$ cat config.mk
export PLATFORM = sky130hd
export DESIGN_NAME = mcam_ctrl
export DESIGN_NICKNAME = d
export VERILOG_FILES = /design/src/hw/rtl/mcam_pkg.sv /design/src/hw/rtl/mcam_ctrl.sv
export SDC_FILE = /design/constraint.sdc
export NUM_CORES = 1
export LEC_CHECK = 0
export ABC_CLOCK_PERIOD_IN_PS = 7350
export BUFFER_PORTS_ARGS = -buffer_cell sky130_fd_sc_hd__buf_2
export CORE_UTILIZATION = 59
export CTS_CLUSTER_SIZE = 30
export DETAILED_ROUTE_END_ITERATION = 8
export PLACE_DENSITY = 0.9
export RECOVER_POWER = 100
export SLEW_MARGIN = 20
export SYNTH_ARGS = -nofsm -noshare
export SYNTH_HDL_FRONTEND = slang
export SYNTH_SLANG_ARGS = --single-unit
export TNS_END_PERCENT = 100
$ cat constraint.sdc
create_clock -name clk_i -period 7.35 [get_ports clk_i]
set_clock_uncertainty 0.2 [all_clocks]
set_input_delay 1.47 -clock clk_i [delete_from_list [all_inputs] [get_ports clk_i]]
set_output_delay 1.47 -clock clk_i [all_outputs]
set_load 0.05 [all_outputs]
$ cat src/hw/rtl/mcam_pkg.sv
// ----------------------------------------------------------------------------
// mcam_pkg: shared types and helpers for the matrix chain add/multiply unit
// Request/result payloads, opcodes, controller states, datapath commands and
// the Q16.16 saturation and rounding functions.
// ----------------------------------------------------------------------------
`default_nettype none

package mcam_pkg;

  // Element and field widths fixed by the interface
  localparam int unsigned ELEM_W      = 32;
  localparam int unsigned DIM_W       = 4;
  localparam int unsigned POS_W       = 3;
  localparam int unsigned IDX_W       = 8;
  localparam int unsigned SUM_W       = ELEM_W + 4;
  localparam int unsigned PROD_W      = 2 * ELEM_W;
  localparam int unsigned MAX_DIM_DEF = 8;

  typedef enum logic [1:0] {
    OP_LOAD   = 2'd0,
    OP_ADD    = 2'd1,
    OP_MUL    = 2'd2,
    OP_FINISH = 2'd3
  } op_e;

  typedef enum logic [1:0] {
    ST_OK      = 2'd0,
    ST_ADD_ERR = 2'd1,
    ST_MUL_ERR = 2'd2
  } status_e;

  typedef struct packed {
    op_e                       operation;
    logic [DIM_W-1:0]          rows;
    logic [DIM_W-1:0]          cols;
    logic signed [ELEM_W-1:0]  value;
    logic                      last_element;
  } req_t;

  typedef struct packed {
    status_e                   status;
    logic [POS_W-1:0]          row_index;
    logic [POS_W-1:0]          col_index;
    logic signed [ELEM_W-1:0]  element;
    logic [DIM_W-1:0]          result_rows;
    logic [DIM_W-1:0]          result_cols;
    logic                      last_result;
  } res_t;

  typedef enum logic [3:0] {
    S_IDLE,
    S_LD_RD,
    S_LD_WR,
    S_AD_RD,
    S_AD_WR,
    S_MU_RD,
    S_MU_MUL,
    S_MU_RND,
    S_MU_ACC,
    S_MU_WR,
    S_CP_RD,
    S_CP_WR,
    S_EM_RD,
    S_EM_OUT
  } state_e;

  typedef enum logic [1:0] {
    SRC_LOAD,
    SRC_ADD,
    SRC_COPY
  } acc_src_e;

  // Controller to datapath command group
  typedef struct packed {
    logic     buf_we;
    logic     rd;
    logic     op_zero;
    logic     acc_we;
    acc_src_e acc_src;
    logic     mul_en;
    logic     rnd_en;
    logic     sum_acc;
    logic     sum_clr;
    logic     scr_we;
    logic     out_en;
    logic     err_out;
  } cmd_t;

  localparam logic signed [ELEM_W-1:0] ELEM_MAX = {1'b0, {(ELEM_W-1){1'b1}}};
  localparam logic signed [ELEM_W-1:0] ELEM_MIN = {1'b1, {(ELEM_W-1){1'b0}}};

  // Saturate a wide sum to one element
  function automatic logic signed [ELEM_W-1:0] sat_sum(input logic signed [SUM_W-1:0] v);
    logic signed [SUM_W-1:0] hi;
    logic signed [SUM_W-1:0] lo;
    hi = SUM_W'(ELEM_MAX);
    lo = SUM_W'(ELEM_MIN);
    if (v > hi) begin
      sat_sum = ELEM_MAX;
    end else if (v < lo) begin
      sat_sum = ELEM_MIN;
    end else begin
      sat_sum = v[ELEM_W-1:0];
    end
  endfunction

  // Round a Q32.32 product half up to Q16.16 and saturate
  function automatic logic signed [ELEM_W-1:0] round_prod(
    input logic signed [PROD_W-1:0] p
  );
    logic signed [PROD_W:0] t;
    logic signed [PROD_W:0] hi;
    logic signed [PROD_W:0] lo;
    t  = (PROD_W+1)'(p) + (PROD_W+1)'(32768);
    t  = t >>> 16;
    hi = (PROD_W+1)'(ELEM_MAX);
    lo = (PROD_W+1)'(ELEM_MIN);
    if (t > hi) begin
      round_prod = ELEM_MAX;
    end else if (t < lo) begin
      round_prod = ELEM_MIN;
    end else begin
      round_prod = t[ELEM_W-1:0];
    end
  endfunction

endpackage

`default_nettype wire

$ cat src/hw/rtl/mcam_ctrl.sv
// ----------------------------------------------------------------------------
// mcam_ctrl: sequencer of the matrix chain unit
// Takes requests, tracks dimensions, element count and error, and walks the
// load, add, multiply, copy and emit sweeps over the datapath.
// ----------------------------------------------------------------------------
`default_nettype none

module mcam_ctrl #(
  parameter int unsigned MAX_DIM = mcam_pkg::MAX_DIM_DEF,
  localparam int unsigned CELLS  = MAX_DIM * MAX_DIM,
  localparam int unsigned AW     = (CELLS > 1) ? $clog2(CELLS) : 1,
  localparam int unsigned CW     = $clog2(CELLS + 1)
) (
  input  wire logic            clk_i,
  input  wire logic            rst_ni,
  input  wire logic            start_i,
  input  wire mcam_pkg::req_t  req_i,
  output logic                 busy_o,
  output mcam_pkg::cmd_t       cmd_o,
  output logic [AW-1:0]        buf_waddr_o,
  output logic [AW-1:0]        buf_raddr_o,
  output logic [AW-1:0]        cell_addr_o,
  output mcam_pkg::res_t       meta_o
);

  localparam logic [mcam_pkg::DIM_W-1:0] DIM_ONE = mcam_pkg::DIM_W'(1);
  localparam logic [mcam_pkg::DIM_W-1:0] DIM_MAX = mcam_pkg::DIM_W'(MAX_DIM);

  mcam_pkg::state_e              state_q, state_d;
  logic [mcam_pkg::DIM_W-1:0]    i_q, i_d, j_q, j_d, k_q, k_d;
  logic [mcam_pkg::DIM_W-1:0]    rows_q, rows_d, cols_q, cols_d;
  logic [mcam_pkg::DIM_W-1:0]    acc_rows_q, acc_rows_d, acc_cols_q, acc_cols_d;
  logic [CW-1:0]                 cnt_q, cnt_d, rcv_q, rcv_d, cnt_inc;
  mcam_pkg::status_e             err_q, err_d;

  logic                          accept;
  logic                          cnt_room;
  logic [mcam_pkg::DIM_W-1:0]    in_rows, in_cols;
  logic [mcam_pkg::DIM_W-1:0]    sw_rows, sw_cols;
  logic                          j_end, i_end;
  logic [mcam_pkg::IDX_W-1:0]    idx;
  logic [mcam_pkg::DIM_W-1:0]    col_sel;

  assign accept   = start_i && (state_q == mcam_pkg::S_IDLE);
  assign busy_o   = (state_q != mcam_pkg::S_IDLE);
  assign cnt_room = (cnt_q < CW'(CELLS));
  assign cnt_inc  = cnt_room ? (cnt_q + CW'(1)) : cnt_q;

  // Clamp request dimensions into 1..MAX_DIM
  always_comb begin
    in_rows = req_i.rows;
    in_cols = req_i.cols;
    if (req_i.rows == '0) begin
      in_rows = DIM_ONE;
    end else if (req_i.rows > DIM_MAX) begin
      in_rows = DIM_MAX;
    end
    if (req_i.cols == '0) begin
      in_cols = DIM_ONE;
    end else if (req_i.cols > DIM_MAX) begin
      in_cols = DIM_MAX;
    end
  end

  // Sweep bounds for the current state
  always_comb begin
    unique case (state_q)
      mcam_pkg::S_LD_RD, mcam_pkg::S_LD_WR,
      mcam_pkg::S_AD_RD, mcam_pkg::S_AD_WR: begin
        sw_rows = rows_q;
        sw_cols = cols_q;
      end
      mcam_pkg::S_EM_RD, mcam_pkg::S_EM_OUT: begin
        sw_rows = acc_rows_q;
        sw_cols = acc_cols_q;
      end
      default: begin
        sw_rows = acc_rows_q;
        sw_cols = cols_q;
      end
    endcase
  end

  assign j_end = ((j_q + DIM_ONE) == sw_cols);
  assign i_end = ((i_q + DIM_ONE) == sw_rows);

  // Addresses: multiply reads walk the inner index
  always_comb begin
    if (state_q == mcam_pkg::S_MU_RD) begin
      col_sel = k_q;
      idx     = mcam_pkg::IDX_W'(k_q) * mcam_pkg::IDX_W'(cols_q)
              + mcam_pkg::IDX_W'(j_q);
    end else begin
      col_sel = j_q;
      idx     = mcam_pkg::IDX_W'(i_q) * mcam_pkg::IDX_W'(cols_q)
              + mcam_pkg::IDX_W'(j_q);
    end
  end

  assign cell_addr_o = AW'(int'(i_q) * MAX_DIM + int'(col_sel));
  assign buf_raddr_o = AW'(idx);
  assign buf_waddr_o = AW'(cnt_q);

  // State register
  always_ff @(posedge clk_i or negedge rst_ni) begin
    if (!rst_ni) begin
      state_q    <= mcam_pkg::S_IDLE;
      i_q        <= '0;
      j_q        <= '0;
      k_q        <= '0;
      rows_q     <= DIM_ONE;
      cols_q     <= DIM_ONE;
      acc_rows_q <= DIM_ONE;
      acc_cols_q <= DIM_ONE;
      cnt_q      <= '0;
      rcv_q      <= '0;
      err_q      <= mcam_pkg::ST_OK;
    end else begin
      state_q    <= state_d;
      i_q        <= i_d;
      j_q        <= j_d;
      k_q        <= k_d;
      rows_q     <= rows_d;
      cols_q     <= cols_d;
      acc_rows_q <= acc_rows_d;
      acc_cols_q <= acc_cols_d;
      cnt_q      <= cnt_d;
      rcv_q      <= rcv_d;
      err_q      <= err_d;
    end
  end

  // Next state and commands
  always_comb begin
    state_d    = state_q;
    i_d        = i_q;
    j_d        = j_q;
    k_d        = k_q;
    rows_d     = rows_q;
    cols_d     = cols_q;
    acc_rows_d = acc_rows_q;
    acc_cols_d = acc_cols_q;
    cnt_d      = cnt_q;
    rcv_d      = rcv_q;
    err_d      = err_q;
    cmd_o      = '0;
    cmd_o.acc_src = mcam_pkg::SRC_LOAD;
    cmd_o.op_zero = (idx >= mcam_pkg::IDX_W'(rcv_q));

    meta_o.status      = mcam_pkg::ST_OK;
    meta_o.row_index   = i_q[mcam_pkg::POS_W-1:0];
    meta_o.col_index   = j_q[mcam_pkg::POS_W-1:0];
    meta_o.element     = '0;
    meta_o.result_rows = acc_rows_q;
    meta_o.result_cols = acc_cols_q;
    meta_o.last_result = i_end && j_end;

    unique case (state_q)
      mcam_pkg::S_IDLE: begin
        cmd_o.sum_clr = 1'b1;
        i_d = '0;
        j_d = '0;
        k_d = '0;
        if (accept) begin
          if (req_i.operation == mcam_pkg::OP_FINISH) begin
            cnt_d = '0;
            if (err_q != mcam_pkg::ST_OK) begin
              cmd_o.err_out      = 1'b1;
              meta_o.status      = err_q;
              meta_o.row_index   = '0;
              meta_o.col_index   = '0;
              meta_o.last_result = 1'b1;
            end else begin
              state_d = mcam_pkg::S_EM_RD;
            end
          end else begin
            cmd_o.buf_we = cnt_room;
            cnt_d        = cnt_inc;
            if (req_i.last_element) begin
              rcv_d  = cnt_inc;
              cnt_d  = '0;
              rows_d = in_rows;
              cols_d = in_cols;
              priority if (req_i.operation == mcam_pkg::OP_LOAD) begin
                acc_rows_d = in_rows;
                acc_cols_d = in_cols;
                err_d      = mcam_pkg::ST_OK;
                state_d    = mcam_pkg::S_LD_RD;
              end else if (err_q != mcam_pkg::ST_OK) begin
                state_d = mcam_pkg::S_IDLE;
              end else if (req_i.operation == mcam_pkg::OP_ADD) begin
                if (in_rows != acc_rows_q || in_cols != acc_cols_q) begin
                  err_d = mcam_pkg::ST_ADD_ERR;
                end else begin
                  state_d = mcam_pkg::S_AD_RD;
                end
              end else begin
                if (in_rows != acc_cols_q) begin
                  err_d = mcam_pkg::ST_MUL_ERR;
                end else begin
                  state_d = mcam_pkg::S_MU_RD;
                end
              end
            end
          end
        end
      end

      mcam_pkg::S_LD_RD, mcam_pkg::S_AD_RD,
      mcam_pkg::S_CP_RD, mcam_pkg::S_EM_RD: begin
        cmd_o.rd = 1'b1;
        unique case (state_q)
          mcam_pkg::S_LD_RD: state_d = mcam_pkg::S_LD_WR;
          mcam_pkg::S_AD_RD: state_d = mcam_pkg::S_AD_WR;
          mcam_pkg::S_CP_RD: state_d = mcam_pkg::S_CP_WR;
          default:           state_d = mcam_pkg::S_EM_OUT;
        endcase
      end

      mcam_pkg::S_LD_WR, mcam_pkg::S_AD_WR,
      mcam_pkg::S_CP_WR, mcam_pkg::S_EM_OUT: begin
        unique case (state_q)
          mcam_pkg::S_LD_WR: begin
            cmd_o.acc_we  = 1'b1;
            cmd_o.acc_src = mcam_pkg::SRC_LOAD;
            state_d       = mcam_pkg::S_LD_RD;
          end
          mcam_pkg::S_AD_WR: begin
            cmd_o.acc_we  = 1'b1;
            cmd_o.acc_src = mcam_pkg::SRC_ADD;
            state_d       = mcam_pkg::S_AD_RD;
          end
          mcam_pkg::S_CP_WR: begin
            cmd_o.acc_we  = 1'b1;
            cmd_o.acc_src = mcam_pkg::SRC_COPY;
            state_d       = mcam_pkg::S_CP_RD;
          end
          default: begin
            cmd_o.out_en = 1'b1;
            state_d      = mcam_pkg::S_EM_RD;
          end
        endcase
        // Advance the row-major sweep
        if (!j_end) begin
          j_d = j_q + DIM_ONE;
        end else begin
          j_d = '0;
          if (!i_end) begin
            i_d = i_q + DIM_ONE;
          end else begin
            i_d     = '0;
            state_d = mcam_pkg::S_IDLE;
            if (state_q == mcam_pkg::S_CP_WR) begin
              acc_cols_d = cols_q;
            end
          end
        end
      end

      mcam_pkg::S_MU_RD: begin
        cmd_o.rd = 1'b1;
        state_d  = mcam_pkg::S_MU_MUL;
      end

      mcam_pkg::S_MU_MUL: begin
        cmd_o.mul_en = 1'b1;
        state_d      = mcam_pkg::S_MU_RND;
      end

      mcam_pkg::S_MU_RND: begin
        cmd_o.rnd_en = 1'b1;
        state_d      = mcam_pkg::S_MU_ACC;
      end

      mcam_pkg::S_MU_ACC: begin
        cmd_o.sum_acc = 1'b1;
        if ((k_q + DIM_ONE) == rows_q) begin
          state_d = mcam_pkg::S_MU_WR;
        end else begin
          k_d     = k_q + DIM_ONE;
          state_d = mcam_pkg::S_MU_RD;
        end
      end

      mcam_pkg::S_MU_WR: begin
        cmd_o.scr_we  = 1'b1;
        cmd_o.sum_clr = 1'b1;
        k_d           = '0;
        state_d       = mcam_pkg::S_MU_RD;
        if (!j_end) begin
          j_d = j_q + DIM_ONE;
        end else begin
          j_d = '0;
          if (!i_end) begin
            i_d = i_q + DIM_ONE;
          end else begin
            i_d     = '0;
            state_d = mcam_pkg::S_CP_RD;
          end
        end
      end

      default: begin
        state_d = mcam_pkg::S_IDLE;
      end
    endcase
  end

endmodule

`default_nettype wire

==> run_results.csv <==
group,metric,value,unit
outcome,status,"finished, violations left",
outcome,violations,"capacitance limit, slew limit",
yosys,syn_area,4940,um^2
critical_path,worstPathBufferInverterCount,2,
placement,hpwl,8670,um
yosys,yosysMostFrequentCell,"nand2_1",
die,dieHeight,93.5,um
layout,diodes,0,
detailed_routing,drc,0,
critical_path,worst_ep_arrival_time,4.94,ns
critical_path,cp_common_cell,"fa_1",
power,peakVddDrop,0.260,mV
run,maxCapViolations,1,
critical_path,crit_path_start_kind,"register",
layout,drive_above_1_share,6.36,%
yosys,yosysUniqueCellTypes,64,
power,power_density,380,nW/um^2
cts,cts_tree,"built",
critical_path,cpLargestDelayFamily,"adder cells",
critical_path,ff2ff_setup_slack,3.94,ns
die,core,8180,um^2
critical_path,critPathKind,"register to primary output",
cts,clk_latency,0.31,ns
sta,min_period,6.61,ns
die,initial_core_util,60.5,%
cts,clock_tree.buffer_depth,2,
layout,fillerInstances,700,
hold_path,min_path_type,"register to register",
detailed_routing,wl_per_cell,15.1,um
critical_path,cp_max_fo,11,
die,die_w,93.5,um
layout,nets,734,
yosys,avgSynthCellArea,8.29,um^2
critical_path,slowest_delay,0.57,ns
global_routing,grt_pass1_wl,18300,um
critical_path,critical_path.slowest_cell,"dfrtp_1",
global_routing,grt_antenna_before_repair,0,
placement,port_buffers,62,
hold_path,hp-start,"rcv_q[1]",
yosys,synth-edff-count,0,
global_routing,grt_max_degree,49,
critical_path,r2r-start,"state_q[3]",
cts,htree_levels,2,
sta,worst_pin_slew,2.52,ns
cts,ctsHoldBuffers,0,
detailed_routing,routed_wl,11000,um
layout,areaGrowthSynthToFinish,3.52,%
die,num_rows,33,
sta,hold_violations,0,
sta,timing.fmax,0.151,GHz
layout,multi_input_area,3250,um^2
cts,root_buffer,"clkbuf_8",
die,pin_count,127,
detailed_routing,viasPerCell,5.75,
yosys,netlist_instances,596,
yosys,synth_commonest_cells,"nand2_1 (57), inv_1 (53), ha_1 (45)",
cts,cts-resized-gates,0,
yosys,yosysSeqAreaShare,24.4,%
yosys,synth.area.top_cells,"dfrtp_1 (22%), ha_1 (11%), buf_4 (5.8%), fa_1 (5.7%), o21ai_0 (4.4%)",
power,p_total,1940,uW
global_routing,grt_pass1_vias,4022,
detailed_routing,num_vias,4218,
sta,rsz0062_at_grt,"false",
cts,clkSinkCount,48,
layout,regArea,1210,um^2
cts,clk_pin_slew,0.08,ns
global_routing,grt_overflow_total,0,
detailed_routing,drtIter0Drc,261,
sta,fin_crit_sh,89.9,%
yosys,async_reset_ff_share,100,%
critical_path,cp_cell_sequence,"nand2_1 > fa_1 > fa_1 > fa_1 > inv_1 > ha_1 > nor2b_1 > o21ai_0 > a21boi_0 > o21ai_0 > o21a_1 > ha_1 > a21oi_1 > o2111ai_1 > clkbuf_1",
yosys,synth-main-ff-cell,"dfrtp_1",
detailed_routing,ant_nets,0,
die,dieArea,8750,um^2
critical_path,startpoint,"cols_q[3]",
cts,post_cts_buffers,0,
detailed_routing,firstDrtPassIters,5,
sta,slew_violations,49,
yosys,synth_top_area_share,22.3,%
sta,tns,0,ns
critical_path,endpoint_kind,"primary output",
global_routing,grtUsageTotal,26.3,%
yosys,ys_ff_latch,48,
placement,place.gp.congestion,0.908,
critical_path,crit_required,5.68,ns
sta,maxSlewHeadroom,-68.0,%
yosys,yosys_warnings,0,
yosys,synth_area_leader_cell,"dfrtp_1",
power,p_leak,0.00251,uW
cts,cts_buffers,5,
sta,setup_violations,0,
[per-layer routing]
| metal | wire (um) | up-vias | global-route usage (%) |
|---|---|---|---|
| li1 | - | 2007 | - |
| met1 | 4810 | 2022 | 34.0 |
| met2 | 5320 | 163 | 44.5 |
| met3 | 681 | 26 | 4.23 |
| met4 | 245 | 0 | 8.97 |
| met5 | 0 | - | 0 |
[path summary, 6_finish.rpt]
kind / end / cells past startpoint
worst max-delay path: cmd_o[10] / 15
worst min-delay path: rcv_q[1] / 2
worst max register to register: acc_cols_q[3] / 7
worst min register to register: rcv_q[1] / 2
max in group asynchronous: rcv_q[5] / 1
min in group asynchronous: state_q[3] / 1
[sequential cells by signal, indices dropped and copies added (netlist names)]
signal      flops
rcv_q           7
cnt_q           7
err_q           2
i_q             4
state_q         4
k_q             4
acc_cols_q      4
j_q             4
cols_q          4
rows_q          4
acc_rows_q      4
[layout by cell type, fill, tap and decap left out, types with 5 or more instances in the layout]
| cell | n |
|---|---|
| a21oi_1 | 20 |
| mux2i_1 | 9 |
| buf_2 | 15 |
| a21o_1 | 7 |
| and2_0 | 5 |
| o21ai_0 | 43 |
| and2_1 | 26 |
| mux2_2 | 8 |
| fa_1 | 14 |
| nor2b_1 | 13 |
| conb_1 | 32 |
| nor2_1 | 32 |
| a21boi_0 | 5 |
| xor2_1 | 13 |
| nand2_1 | 57 |
| nor3_1 | 5 |
| nand2b_1 | 9 |
| o31ai_1 | 6 |
| clkbuf_8 | 5 |
| inv_1 | 53 |
| dfrtp_1 | 44 |
| ha_1 | 45 |
| xnor2_1 | 23 |
| o22ai_1 | 6 |
| or3_1 | 6 |
| nand3_1 | 12 |
| clkbuf_1 | 48 |
[metrics by stage]
| step | setup slack (ns) | cells | hold slack, ns | instance area, um^2 | utilization [%] |
|---|---|---|---|---|---|
| 2_1_floorplan | 0.691 | 627 | 0.250 | 5060 | - |
| 3_3_place_gp | 1.41 | 727 | 0.265 | 5100 | 62.4 |
| 3_5_place_dp | 1.34 | 727 | 0.275 | 5100 | 62.4 |
| 4_1_cts | 0.985 | 734 | 0.294 | 5180 | 63.3 |
| 5_1_grt | 0.486 | 734 | 0.323 | 5120 | 62.6 |
| 6_report | 0.741 | 734 | 0.288 | 5120 | 62.6 |
[report_power, final]
part / internal, uW / switching [uW] / total, uW
logic: 388 / 859 / 1250
registers: 362 / 185 / 547
clock network: 64.8 / 84.9 / 150
total: 815 / 1130 / 1940
[cell families after synthesis]
kind of cell,Yosys count,share of synthesized area [%]
AOI/OAI and AO/OA,124,16.3
and+or+nand+nor,187,19.2
DFF,48,24.4
muxes,20,4.33
adders and majority gates,60,17.3
buffers and inverters,120,12.1
xor gates and xnor gates,36,6.38
other,1,0.0759
[worst min-delay path: stages, from the launching register on]
cell	delay (ns)
dfrtp_1	0.35
nand2_1	0.05
o21ai_0	0.06
[cell type report]
| cell class | instances | area share, % |
|---|---|---|
| multi-input cells | 459 | 63.5 |
| flip-flops and latches | 48 | 23.6 |
| repair buffers | 62 | 4.91 |
| inverters | 53 | 3.89 |
| well taps | 105 | 2.57 |
| clock buffers | 6 | 1.42 |
| clock inverters | 1 | 0.0978 |
No activity file was read; power rests on OpenSTA's default activity.
